## config.mk

```make
export PLATFORM = sky130hd
export DESIGN_NAME = dvb_sdt_eit_section_parser_core
export DESIGN_NICKNAME = d
export VERILOG_FILES = /design/src/rtl/core/dse_pkg.sv /design/src/rtl/core/dse_front.sv /design/src/rtl/core/dse_queue.sv /design/src/rtl/core/dvb_sdt_eit_section_parser_core.sv
export SDC_FILE = /design/constraint.sdc
export NUM_CORES = 1
export LEC_CHECK = 0
export BUFFER_PORTS_ARGS = -buffer_cell sky130_fd_sc_hd__buf_2
export CORE_MARGIN = 1
export CORE_UTILIZATION = 40
export DETAILED_ROUTE_END_ITERATION = 8
export GPL_ROUTABILITY_DRIVEN = 0
export GPL_TIMING_DRIVEN = 0
export MAX_ROUTING_LAYER = met4
export PLACE_DENSITY_LB_ADDON = 0.12
export SLEW_MARGIN = 30
export SYNTH_ARGS = -nofsm -noshare
export SYNTH_HDL_FRONTEND = slang
export SYNTH_SLANG_ARGS = --single-unit
```

## constraint.sdc

```tcl
create_clock -name i_clk -period 17.1 [get_ports i_clk]
set_clock_uncertainty 0.05 [all_clocks]
set_input_delay 1.71 -clock i_clk [delete_from_list [all_inputs] [get_ports i_clk]]
set_output_delay 1.71 -clock i_clk [all_outputs]
set_load 0.01 [all_outputs]
```

## src/rtl/core/dse_pkg.sv

```systemverilog
// Shared types and constants of the SDT/EIT section parser.
package dse_pkg;

    localparam logic [1:0] KIND_SDT    = 2'd0;
    localparam logic [1:0] KIND_EIT    = 2'd1;
    localparam logic [1:0] KIND_STATUS = 2'd2;
    localparam logic [1:0] KIND_NONE   = 2'd3;

    localparam logic [2:0] ST_OK        = 3'd0;
    localparam logic [2:0] ST_SHORT     = 3'd1;
    localparam logic [2:0] ST_OVERRUN   = 3'd2;
    localparam logic [2:0] ST_CRC_FAIL  = 3'd3;
    localparam logic [2:0] ST_WRONG_TBL = 3'd4;

    localparam logic [0:0] REG_SDT_ACTUAL = 1'b0;
    localparam logic [0:0] REG_SDT_OTHER  = 1'b1;

    localparam logic [31:0] CRC_POLY = 32'h04C1_1DB7;
    localparam logic [12:0] POS_MAX  = 13'd8191;
    localparam int          QDEPTH   = 2;

    // Record handed from the parser to the output queue
    typedef struct packed {
        logic [1:0]  record_kind;
        logic [15:0] entry_id;
        logic        schedule_flag;
        logic        present_following_flag;
        logic [2:0]  run_status;
        logic        free_ca;
        logic [39:0] start_time_raw;
        logic [23:0] duration_raw;
        logic [15:0] ts_id;
        logic [15:0] orig_net_id;
        logic [2:0]  section_status;
    } t_record;

    // One byte of CRC-32/MPEG-2, MSB first
    function automatic logic [31:0] crc_byte(input logic [31:0] crc, input logic [7:0] b);
        logic [31:0] c;
        c = crc ^ {b, 24'd0};
        for (int i = 0; i < 8; i++) begin
            c = c[31] ? ((c << 1) ^ CRC_POLY) : (c << 1);
        end
        return c;
    endfunction

endpackage

```

## src/rtl/core/dse_front.sv

```systemverilog
// Front end: byte tracking, CRC, header capture and entry loop walk.
module dse_front (
    input  logic              i_clk,
    input  logic              i_rst_n,
    input  logic              i_take,
    input  logic [7:0]        i_section_byte,
    input  logic              i_buffer_end,
    input  logic [7:0]        i_sdt_actual,
    input  logic [7:0]        i_sdt_other,
    output logic              o_emit,
    output dse_pkg::t_record  o_rec
);
    import dse_pkg::*;

    typedef enum logic [3:0] {
        PH_HEADER  = 4'b0001,
        PH_ENTRY   = 4'b0010,
        PH_SKIP    = 4'b0100,
        PH_STOPPED = 4'b1000
    } t_phase;

    logic [12:0] r_pos, n_pos;
    logic [7:0]  r_tid, n_tid;
    logic [11:0] r_slen, n_slen;
    logic [31:0] r_crc, n_crc;
    t_phase      r_ph, n_ph;
    logic [3:0]  r_eidx, n_eidx;
    logic [11:0] r_skip, n_skip;
    logic [63:0] r_f0, n_f0;
    logic [31:0] r_f1, n_f1;
    logic [47:0] r_ids, n_ids;

    logic [13:0] total;
    logic [1:0]  kind, lkind;
    logic [3:0]  hdr;
    logic [12:0] lstart;
    logic [11:0] dll;
    logic [13:0] cnt;
    logic        ent;
    t_record     rec;

    function automatic logic [1:0] kind_of(input logic [7:0] t, input logic [7:0] a,
                                           input logic [7:0] o);
        if (t == a || t == o) return KIND_SDT;
        if (t >= 8'h4E && t <= 8'h6F) return KIND_EIT;
        return KIND_NONE;
    endfunction

    always_comb begin
        n_pos = r_pos; n_tid = r_tid; n_slen = r_slen; n_crc = r_crc; n_ph = r_ph;
        n_eidx = r_eidx; n_skip = r_skip; n_f0 = r_f0; n_f1 = r_f1; n_ids = r_ids;
        ent = 1'b0;
        rec = '0;
        dll = '0;
        total = 14'd3 + {2'b0, r_slen};
        kind = KIND_NONE;
        hdr = 4'd12;
        lstart = 13'd14;
        if (r_pos < 13'd3 || {1'b0, r_pos} < total) begin
            n_crc = crc_byte(r_crc, i_section_byte);
            if (r_pos == 13'd0) n_tid = i_section_byte;
            else if (r_pos == 13'd1) n_slen = {i_section_byte[3:0], 8'd0};
            else if (r_pos == 13'd2) n_slen = {r_slen[11:8], i_section_byte};
            total = 14'd3 + {2'b0, n_slen};
            kind = kind_of(n_tid, i_sdt_actual, i_sdt_other);
            // Header id capture, high byte first
            if (kind == KIND_SDT) begin
                if (r_pos == 13'd3) n_ids[47:40] = i_section_byte;
                if (r_pos == 13'd4) n_ids[39:32] = i_section_byte;
                if (r_pos == 13'd8) n_ids[31:24] = i_section_byte;
                if (r_pos == 13'd9) n_ids[23:16] = i_section_byte;
            end else if (kind == KIND_EIT) begin
                if (r_pos == 13'd3)  n_ids[15:8]  = i_section_byte;
                if (r_pos == 13'd4)  n_ids[7:0]   = i_section_byte;
                if (r_pos == 13'd8)  n_ids[47:40] = i_section_byte;
                if (r_pos == 13'd9)  n_ids[39:32] = i_section_byte;
                if (r_pos == 13'd10) n_ids[31:24] = i_section_byte;
                if (r_pos == 13'd11) n_ids[23:16] = i_section_byte;
            end
            lstart = (kind == KIND_SDT) ? 13'd11 : 13'd14;
            hdr    = (kind == KIND_SDT) ? 4'd5 : 4'd12;
            if (n_ph == PH_HEADER && kind != KIND_NONE && r_pos == lstart) begin
                n_ph = PH_ENTRY;
                n_eidx = '0;
            end
            // Entry loop walk
            if (n_ph == PH_SKIP) begin
                n_skip = r_skip - 12'd1;
                if (n_skip == 12'd0) begin
                    n_ph = PH_ENTRY;
                    n_eidx = '0;
                end
            end else if (n_ph == PH_ENTRY && kind != KIND_NONE) begin
                if (n_eidx == 4'd0 && ({1'b0, r_pos} + {10'd0, hdr} + 14'd4) > total) begin
                    n_ph = PH_STOPPED;
                end else begin
                    if (n_eidx == 4'd0) begin
                        n_f0 = '0;
                        n_f1 = '0;
                    end
                    if (n_eidx < 4'd8) n_f0 = {n_f0[55:0], i_section_byte};
                    else n_f1 = {n_f1[23:0], i_section_byte};
                    n_eidx = n_eidx + 4'd1;
                    if (n_eidx >= hdr) begin
                        if (kind == KIND_SDT) begin
                            dll = {n_f0[11:8], n_f0[7:0]};
                            rec.record_kind = KIND_SDT;
                            rec.entry_id = n_f0[39:24];
                            rec.schedule_flag = n_f0[17];
                            rec.present_following_flag = n_f0[16];
                            rec.run_status = n_f0[15:13];
                            rec.free_ca = n_f0[12];
                        end else begin
                            dll = {n_f1[11:8], n_f1[7:0]};
                            rec.record_kind = KIND_EIT;
                            rec.entry_id = n_f0[63:48];
                            rec.start_time_raw = n_f0[47:8];
                            rec.duration_raw = {n_f0[7:0], n_f1[31:16]};
                        end
                        rec.ts_id = n_ids[47:32];
                        rec.orig_net_id = n_ids[31:16];
                        n_eidx = '0;
                        if (({1'b0, r_pos} + 14'd5 + {2'b0, dll}) > total) begin
                            n_ph = PH_STOPPED;
                        end else begin
                            ent = 1'b1;
                            if (dll != 12'd0) begin
                                n_ph = PH_SKIP;
                                n_skip = dll;
                            end
                        end
                    end
                end
            end
        end
        if (r_pos < POS_MAX) n_pos = r_pos + 13'd1;

        // Status on the last byte of the buffer
        cnt = {1'b0, r_pos} + 14'd1;
        lkind = kind_of(n_tid, i_sdt_actual, i_sdt_other);
        total = 14'd3 + {2'b0, n_slen};
        if (i_buffer_end) begin
            rec = '0;
            rec.record_kind = KIND_STATUS;
            rec.entry_id = (lkind == KIND_EIT) ? n_ids[15:0] : 16'd0;
            rec.present_following_flag = (lkind == KIND_EIT && n_tid <= 8'h4F);
            rec.ts_id = n_ids[47:32];
            rec.orig_net_id = n_ids[31:16];
            if (cnt < 14'd12) rec.section_status = ST_SHORT;
            else if (total > cnt) rec.section_status = ST_OVERRUN;
            else if (n_crc != 32'd0) rec.section_status = ST_CRC_FAIL;
            else if (lkind == KIND_NONE) rec.section_status = ST_WRONG_TBL;
            else rec.section_status = ST_OK;
        end
    end

    assign o_emit = i_take && (i_buffer_end || ent);
    assign o_rec = rec;

    always_ff @(posedge i_clk) begin
        if (!i_rst_n || (i_take && i_buffer_end)) begin
            r_pos <= '0; r_tid <= '0; r_slen <= '0; r_crc <= '1; r_ph <= PH_HEADER;
            r_eidx <= '0; r_skip <= '0; r_f0 <= '0; r_f1 <= '0; r_ids <= '0;
        end else if (i_take) begin
            r_pos <= n_pos; r_tid <= n_tid; r_slen <= n_slen; r_crc <= n_crc; r_ph <= n_ph;
            r_eidx <= n_eidx; r_skip <= n_skip; r_f0 <= n_f0; r_f1 <= n_f1; r_ids <= n_ids;
        end
    end
endmodule

```

## src/rtl/core/dse_queue.sv

```systemverilog
// Two-entry record queue between the parser and the output port.
module dse_queue (
    input  logic              i_clk,
    input  logic              i_rst_n,
    input  logic              i_push,
    input  dse_pkg::t_record  i_rec,
    output logic              o_has_room,
    output logic              o_valid,
    input  logic              i_ready,
    output dse_pkg::t_record  o_rec
);
    import dse_pkg::*;

    t_record     r_mem [QDEPTH];
    logic        r_wp, r_rp;
    logic [1:0]  r_cnt;
    logic        pop;

    assign pop = o_valid && i_ready;
    assign o_valid = (r_cnt != 2'd0);
    assign o_has_room = (r_cnt != 2'(QDEPTH));
    assign o_rec = r_mem[r_rp];

    always_ff @(posedge i_clk) begin
        if (i_push) r_mem[r_wp] <= i_rec;
    end

    always_ff @(posedge i_clk) begin
        if (!i_rst_n) begin
            r_wp <= 1'b0; r_rp <= 1'b0; r_cnt <= '0;
        end else begin
            if (i_push) r_wp <= ~r_wp;
            if (pop) r_rp <= ~r_rp;
            r_cnt <= r_cnt + {1'b0, i_push} - {1'b0, pop};
        end
    end
endmodule

```

## src/rtl/core/dvb_sdt_eit_section_parser_core.sv

```systemverilog
// Top level of the DVB SDT/EIT section parser.
// Takes one section byte per cycle and gives at most one record per byte: an entry
// record as soon as an entry's fixed header is complete, and a status record on the
// byte marked buffer_end. The parser is combinational and pushes into a two-entry
// record queue; input is taken whenever the queue has room, so the rate is one
// byte per cycle while the output side keeps up. Entry records are tentative:
// keep them only if the following status record reads ok.
module dvb_sdt_eit_section_parser_core (
    input  logic        i_clk,
    input  logic        i_rst_n,
    input  logic        i_valid,
    output logic        o_ready,
    input  logic [7:0]  i_section_byte,
    input  logic        i_buffer_end,
    input  logic        i_cfg_valid,
    output logic        o_cfg_ready,
    input  logic [0:0]  i_cfg_index,
    input  logic [7:0]  i_cfg_data,
    output logic        o_valid,
    input  logic        i_ready,
    output logic [1:0]  o_record_kind,
    output logic [15:0] o_entry_id,
    output logic        o_schedule_flag,
    output logic        o_present_following_flag,
    output logic [2:0]  o_run_status,
    output logic        o_free_ca,
    output logic [39:0] o_start_time_raw,
    output logic [23:0] o_duration_raw,
    output logic [15:0] o_ts_id,
    output logic [15:0] o_orig_net_id,
    output logic [2:0]  o_section_status
);
    import dse_pkg::*;

    logic [7:0] r_sdt_actual, r_sdt_other;
    logic       take, emit, room;
    t_record    rec, qrec;

    // Configuration registers
    assign o_cfg_ready = 1'b1;
    always_ff @(posedge i_clk) begin
        if (!i_rst_n) begin
            r_sdt_actual <= 8'd66;
            r_sdt_other  <= 8'd70;
        end else if (i_cfg_valid) begin
            case (i_cfg_index)
                REG_SDT_ACTUAL: r_sdt_actual <= i_cfg_data;
                REG_SDT_OTHER:  r_sdt_other  <= i_cfg_data;
                default: ;
            endcase
        end
    end

    assign o_ready = room;
    assign take = i_valid && room;

    dse_front u_front (
        .i_clk(i_clk), .i_rst_n(i_rst_n), .i_take(take),
        .i_section_byte(i_section_byte), .i_buffer_end(i_buffer_end),
        .i_sdt_actual(r_sdt_actual), .i_sdt_other(r_sdt_other),
        .o_emit(emit), .o_rec(rec)
    );

    dse_queue u_queue (
        .i_clk(i_clk), .i_rst_n(i_rst_n), .i_push(emit), .i_rec(rec),
        .o_has_room(room), .o_valid(o_valid), .i_ready(i_ready), .o_rec(qrec)
    );

    assign o_record_kind            = qrec.record_kind;
    assign o_entry_id               = qrec.entry_id;
    assign o_schedule_flag          = qrec.schedule_flag;
    assign o_present_following_flag = qrec.present_following_flag;
    assign o_run_status             = qrec.run_status;
    assign o_free_ca                = qrec.free_ca;
    assign o_start_time_raw         = qrec.start_time_raw;
    assign o_duration_raw           = qrec.duration_raw;
    assign o_ts_id                  = qrec.ts_id;
    assign o_orig_net_id            = qrec.orig_net_id;
    assign o_section_status         = qrec.section_status;
endmodule

```

==> run metrics, run 1 <==
status finished clean; num rows 93; synthesized instance count 2705; Mapped Nets 2824; Post-synth top flop dfxtp_1; total CTS buffers 55; area leader, netlist edfxtp_1; Synth Warn # 0; die width 259.2 um; maximum VDD drop 0.1055 mV; final-report setup violation count 0; cts-stage hold buffer count 0; critical path peak fanout 21; drt total wl 84450 um; layout cells sized above 1 14.63%; I/O pins 149; Setup Crit Path Kind input pin to flip-flop; R2R depth 52; Mean Syn Cell Area 9.781 um2; FF+latch area 12390 um2; Fmax 0.06960 GHz; area share of the largest cell type after synthesis 27.92%; Antenna Violating Nets Remaining 0; largest net degree at the start of global routing 43; Worst-Skew Late Latency 630 ps; antenna violations before repair 0; RSZ-0062 raised after global routing no; post-detail-place hpwl 62990 um; clk buf depth 3; Post-synth EDFFs 246; sequential element share of the synthesized area 46.84%; Final min period 14370 ps; WHS 413.4 ps; Hold Path Depth 2; Slew Limit Fails 0; Mapped Area 26460 um2; cts repair resizes 0; CP peak stage delay 810 ps; DIE AREA 67170 um2; clock sink count 496; Vias 21755; top post-synthesis cells by area edfxtp_1 (28%), dfxtp_1 (19%), mux2_2 (5.4%); Initial Util 40.75%; Detailed Routing Iterations Pass 1 6; Syn-to-layout area delta 14.90%; Layout Nets 3032; Reg clk slew, reported paths 60 ps; pwr dens 118.9 nW/um2; Post-synth ARST share 0%; Via density 5.704; grt ovf 0; hold_sp u_front.r_f0[63]; synth unique cells 87; Leakage 10.94 nW; core area 64930 um2; Slowest-stage cell, CP a222oi_1; CTS root buf clkbuf_16; Hold WC Path Type flip-flop to flip-flop; I/O Buffers 141; Final Hold Violating Endpoints 0; DRC Markers 0; most frequent cell after synthesis nor2_1; period utilisation layout 84.02%; antenna cells 0; RR Endpoint u_queue.r_mem[0][82]; GR Util All Layers 25.58%; Starting DRT DRC Count 2010; worst endpoint required time 17370 ps; CP endpoint kind flip-flop; Die H 259.2 um; post-CTS setup buffers 0; Worst R2R Setup Slack 2980 ps; multi-input logic area 13050 um2; crit start category input pin; Hold EP u_front.r_f0[63]; worst slew pin tran 1051 ps; number of global-route vias before repair 20921; H-tree levels 2; Yosys reg bits 496; max_cap viols 0; RR Startpoint u_front.r_pos[0]; fill cell count 6178; slew margin rel. 29.91%; post-layout util 46.82%; worst endpoint data arrival time 14640 ps; Commonest cells post-synth nor2_1 (323), nand2_1 (279), dfxtp_1 (250); routed len/inst 22.14 um; CTS tree yes; first-pass GRT wire length 128400 um
==> kinds of logic (layout without fill, tap and decap cells) <==
logic type	Yosys count	count (layout)	synth area share, %
AO/OA/AOI/OAI	497	497	12.62
XOR/XNOR	169	169	5.595
adder cells (fa/ha/maj)	96	96	4.568
buffers and inverters	258	512	3.973
flip-flops	496	496	46.84
multiplexers	252	252	10.17
other	1	1	0.01417
AND/OR/NAND/NOR	936	936	16.23
==> routing by layer <==
layer | routed length (um) | up-vias | GRT usage [%] | share of wire [%]
met2 | 39760 | 770 | 40.72 | 47
met5 | 0 | - | - | 0
li1 | - | 10168 | - | -
met4 | 2013 | 0 | 6.650 | 2.4
met3 | 4893 | 131 | 3.027 | 5.8
met1 | 37780 | 10686 | 34.45 | 45
==> critical path, delay by kind of cell <==
| family | cells | cell delay [ps] |
|---|---|---|
| AOI/OAI and AO/OA | 16 | 3610 |
| xor gates and xnor gates | 2 | 350 |
| adders and majority gates | 5 | 1560 |
| buffers and inverters | 12 | 3410 |
| and+or+nand+nor | 15 | 3910 |
==> stage by stage <==
step | instance area, um2 | setup TNS [ps] | power, W | setup slack, ps | instances
2_1_floorplan | 26460 | 0 | 0.002073 | 1332 | 2705
3_3_place_gp | 28230 | -829330 | 0.002380 | -5696 | 3701
3_5_place_dp | 28490 | 0 | 0.002395 | 2217 | 3711
4_1_cts | 30380 | 0 | 0.003637 | 2843 | 3814
5_1_grt | 30400 | 0 | 0.003780 | 1977 | 3814
6_report | 30400 | 0 | 0.003615 | 2733 | 3814
==> power by group <==
| part | internal, W | switching [W] |
|---|---|---|
| Combinational | 0.000391 | 0.000609 |
| Sequential | 0.00133 | 0.0000479 |
| Clock | 0.000731 | 0.000509 |
==> cell usage in the layout (no fill, tap or decap), types with 56 or more instances in the layout <==
cell	netlist	routed
a21oi_1	177	177
inv_1	65	65
nand2_1	279	279
clkbuf_16	0	56
a22oi_1	80	80
xor2_1	66	66
xnor2_1	103	102
buf_2	18	161
nor2_1	323	321
edfxtp_1	246	246
nand3_1	117	117
ha_1	95	95
mux2i_1	123	123
mux2_2	127	127
clkbuf_1	141	153
dfxtp_1	250	250
==> flip-flops by register name, indices dropped and copies added (netlist names), 12 cells and up, named ones only <==
register	count
u_front.r_crc	32
u_queue.r_mem	246
u_front.r_slen	12
u_front.r_f1	32
u_front.r_pos	13
u_front.r_f0	64
u_front.r_ids	48
u_front.r_skip	12
==> how the worst max path moves through the flow <==
stage	start	end	slack, ps
6_report	i_section_byte[3]	u_queue.r_mem[0][82]	2730
4_1_cts	i_section_byte[3]	u_queue.r_mem[0][80]	2840
5_1_grt	i_section_byte[3]	u_queue.r_mem[0][81]	1980
2_1_floorplan	i_section_byte[7]	u_queue.r_mem[0][0]	1330
3_3_place_gp	i_section_byte[3]	u_queue.r_mem[0][81]	-5700
3_5_place_dp	i_section_byte[3]	u_queue.r_mem[0][81]	2220
==> final cells by class <==
type | count | area share, %
clock buffer | 70 | 4.816
inverter | 67 | 0.8273
timing repair buffer | 151 | 3.104
tap | 855 | 3.519
sequential | 496 | 40.77
clock inverter | 33 | 1.399
buffer | 191 | 2.638
multi-input combinational | 1951 | 42.93
Note: power is estimated with default switching activity, not from simulation.
==> run 2: changes to the inputs <==
clock period = 12.4 ns   (was 17.1 ns; I/O delays follow)
==> run 2 against run 1 <==
Against the previous run:
- register-to-register slack worse by 2200 ps
- setup slack worse by 1900 ps
- wire length up 0.53%
- global-route usage down 0.16 points
- combinational power up 40%
- first-iteration DRC count down 0.15%
- critical path depth up 1
- non-clock buffer count up 13
- clock power up 35%
- sequential share of layout area down 0.19 points
- power up 37%
- utilization up 0.22 points
==> run metrics, run 2 (same netlist as run 1, synthesis figures left out) <==
I/O pins 149; Worst-Skew Late Latency 660 ps; routed length on met1 37920 um; fill cell count 6166; FF+latch area 12390 um2; grt ovf 0; Final Hold Violating Endpoints 0; CTS tree yes; GR Util All Layers 25.42%; CP peak stage delay 490 ps; Slew Limit Fails 0; Die H 259.2 um; Power Total 0.004965 W; slew margin rel. 24.51%; most frequent cells in the layout nor2_1 (320), nand2_1 (279), dfxtp_1 (250); DIE AREA 67170 um2; Reg clk slew, reported paths 60 ps; worst slew pin tran 1132 ps; first-pass GRT wire length 127500 um; Starting DRT DRC Count 2007; post-detail-place hpwl 62830 um; status finished clean; cts-stage hold buffer count 0; CP endpoint kind flip-flop; final-report setup violation count 0; dpl ws -1526 ps; critical path peak fanout 20; max reg flops 246; Hold WC Path Type flip-flop to flip-flop; total CTS buffers 55; largest net degree at the start of global routing 44; Final WS setup 824.1 ps; num rows 93; top layer used by detailed routing met4; Syn-to-layout area delta 15.44%; clock sink count 496; antenna violations before repair 0; commonest non-fill, non-tap cell in the layout nor2_1; Vias 21922; drt total wl 84900 um; Initial Util 40.75%; antenna cells 0; Leakage 11.02 nW; post-layout util 47.04%; non-filler instance count after layout 3828; CTS root buf clkbuf_16; I/O Buffers 141; Layout Nets 3045; multi-input logic area 13080 um2; DRC Markers 0; Setup Crit Path Kind flip-flop to flip-flop; RSZ-0062 raised after global routing no; core area 64930 um2; Detailed Routing Iterations Pass 1 6; maximum VDD drop 0.1224 mV; worst endpoint data arrival time 11840 ps; Slowest-stage cell, CP a222oi_1; crit start category flip-flop; Final min period 11580 ps; Top reg by flops u_queue.r_mem; Via density 5.727; met2 wire length 39220 um; Fmax 0.08639 GHz; pwr dens 162.6 nW/um2; H-tree levels 2; Antenna Violating Nets Remaining 0; die width 259.2 um; clk buf depth 3; layout cells sized above 1 15.24%; number of global-route vias before repair 21035; routed len/inst 22.18 um; max_cap viols 0; WHS 410.3 ps; period utilisation layout 93.35%; worst endpoint required time 12660 ps; Cells after DPL 3712; met3 WL 5042 um; Largest regs u_queue.r_mem (246), u_front.r_f0 (64), u_front.r_ids (48)
==> run 2: changes by cell type in the layout (fill, tap and decap cells not counted), sizes merged <==
| cell | change |
|---|---|
| buf | +11 |
| bufinv | -3 |
| clkbuf | +7 |
| clkinvlp | -2 |
| inv | +1 |
==> run 2: layout make-up <==
type                            instances  area share (%)
Timing Repair Buffer                  165           3.605
Buffer                                190           2.642
Multi-Input combinational cell       1951           42.83
Clock buffer                           75           4.888
Sequential cell                       496           40.58
Inverter                               67          0.8317
Tap cell                              855           3.503
Clock inverter                         29           1.127
==> run 2: per-stage QoR <==
step	setup TNS, ps	instance area, um2
6_report	0	30540
5_1_grt	0	30540
4_1_cts	0	30400
3_5_place_dp	-282660	28520
3_3_place_gp	-779150	28240
2_1_floorplan	0	26470
==> run 2: critical path, delay by kind of cell, from the launching register on <==
family | cells | cell delay, ps
flip-flops | 1 | 350
AND/OR/NAND/NOR | 16 | 3580
buffers and inverters | 13 | 2550
XOR/XNOR | 1 | 130
adder cells (fa/ha/maj) | 6 | 1680
AO/OA/AOI/OAI | 15 | 2840
==> run 2: report_power, final <==
group | internal [W] | total, W | leakage [nW] | switching, W
registers | 0.00183 | 0.00190 | 4.36 | 0.0000669
logic | 0.000557 | 0.00140 | 5.78 | 0.000843
clock network | 0.000957 | 0.00167 | 0.890 | 0.000711
==> run 2: worst paths after layout <==
path,from,to,slack [ps],cells after the start
worst max-delay path,u_front.r_pos[11],u_queue.r_mem[0][72],820,51
worst min-delay path,u_front.r_f0[61],u_front.r_f0[61],410,2
worst max register to register,u_front.r_pos[11],u_queue.r_mem[0][72],820,51
worst min register to register,u_front.r_f0[61],u_front.r_f0[61],410,2
==> run 2: routing by layer <==
layer  global-route usage (%)  vias to the layer above
li1                         -                    10178
met1                    33.71                    10796
met2                    40.31                      772
met3                    3.144                      176
met4                    8.088                        0
met5                        -                        -
==> run 2: repair_timing <==
item,CTS,global route
pin swaps,3,4
buffers inserted,5,7
gates cloned,0,1
setup endpoints to repair,247,240
resized for setup,4,12
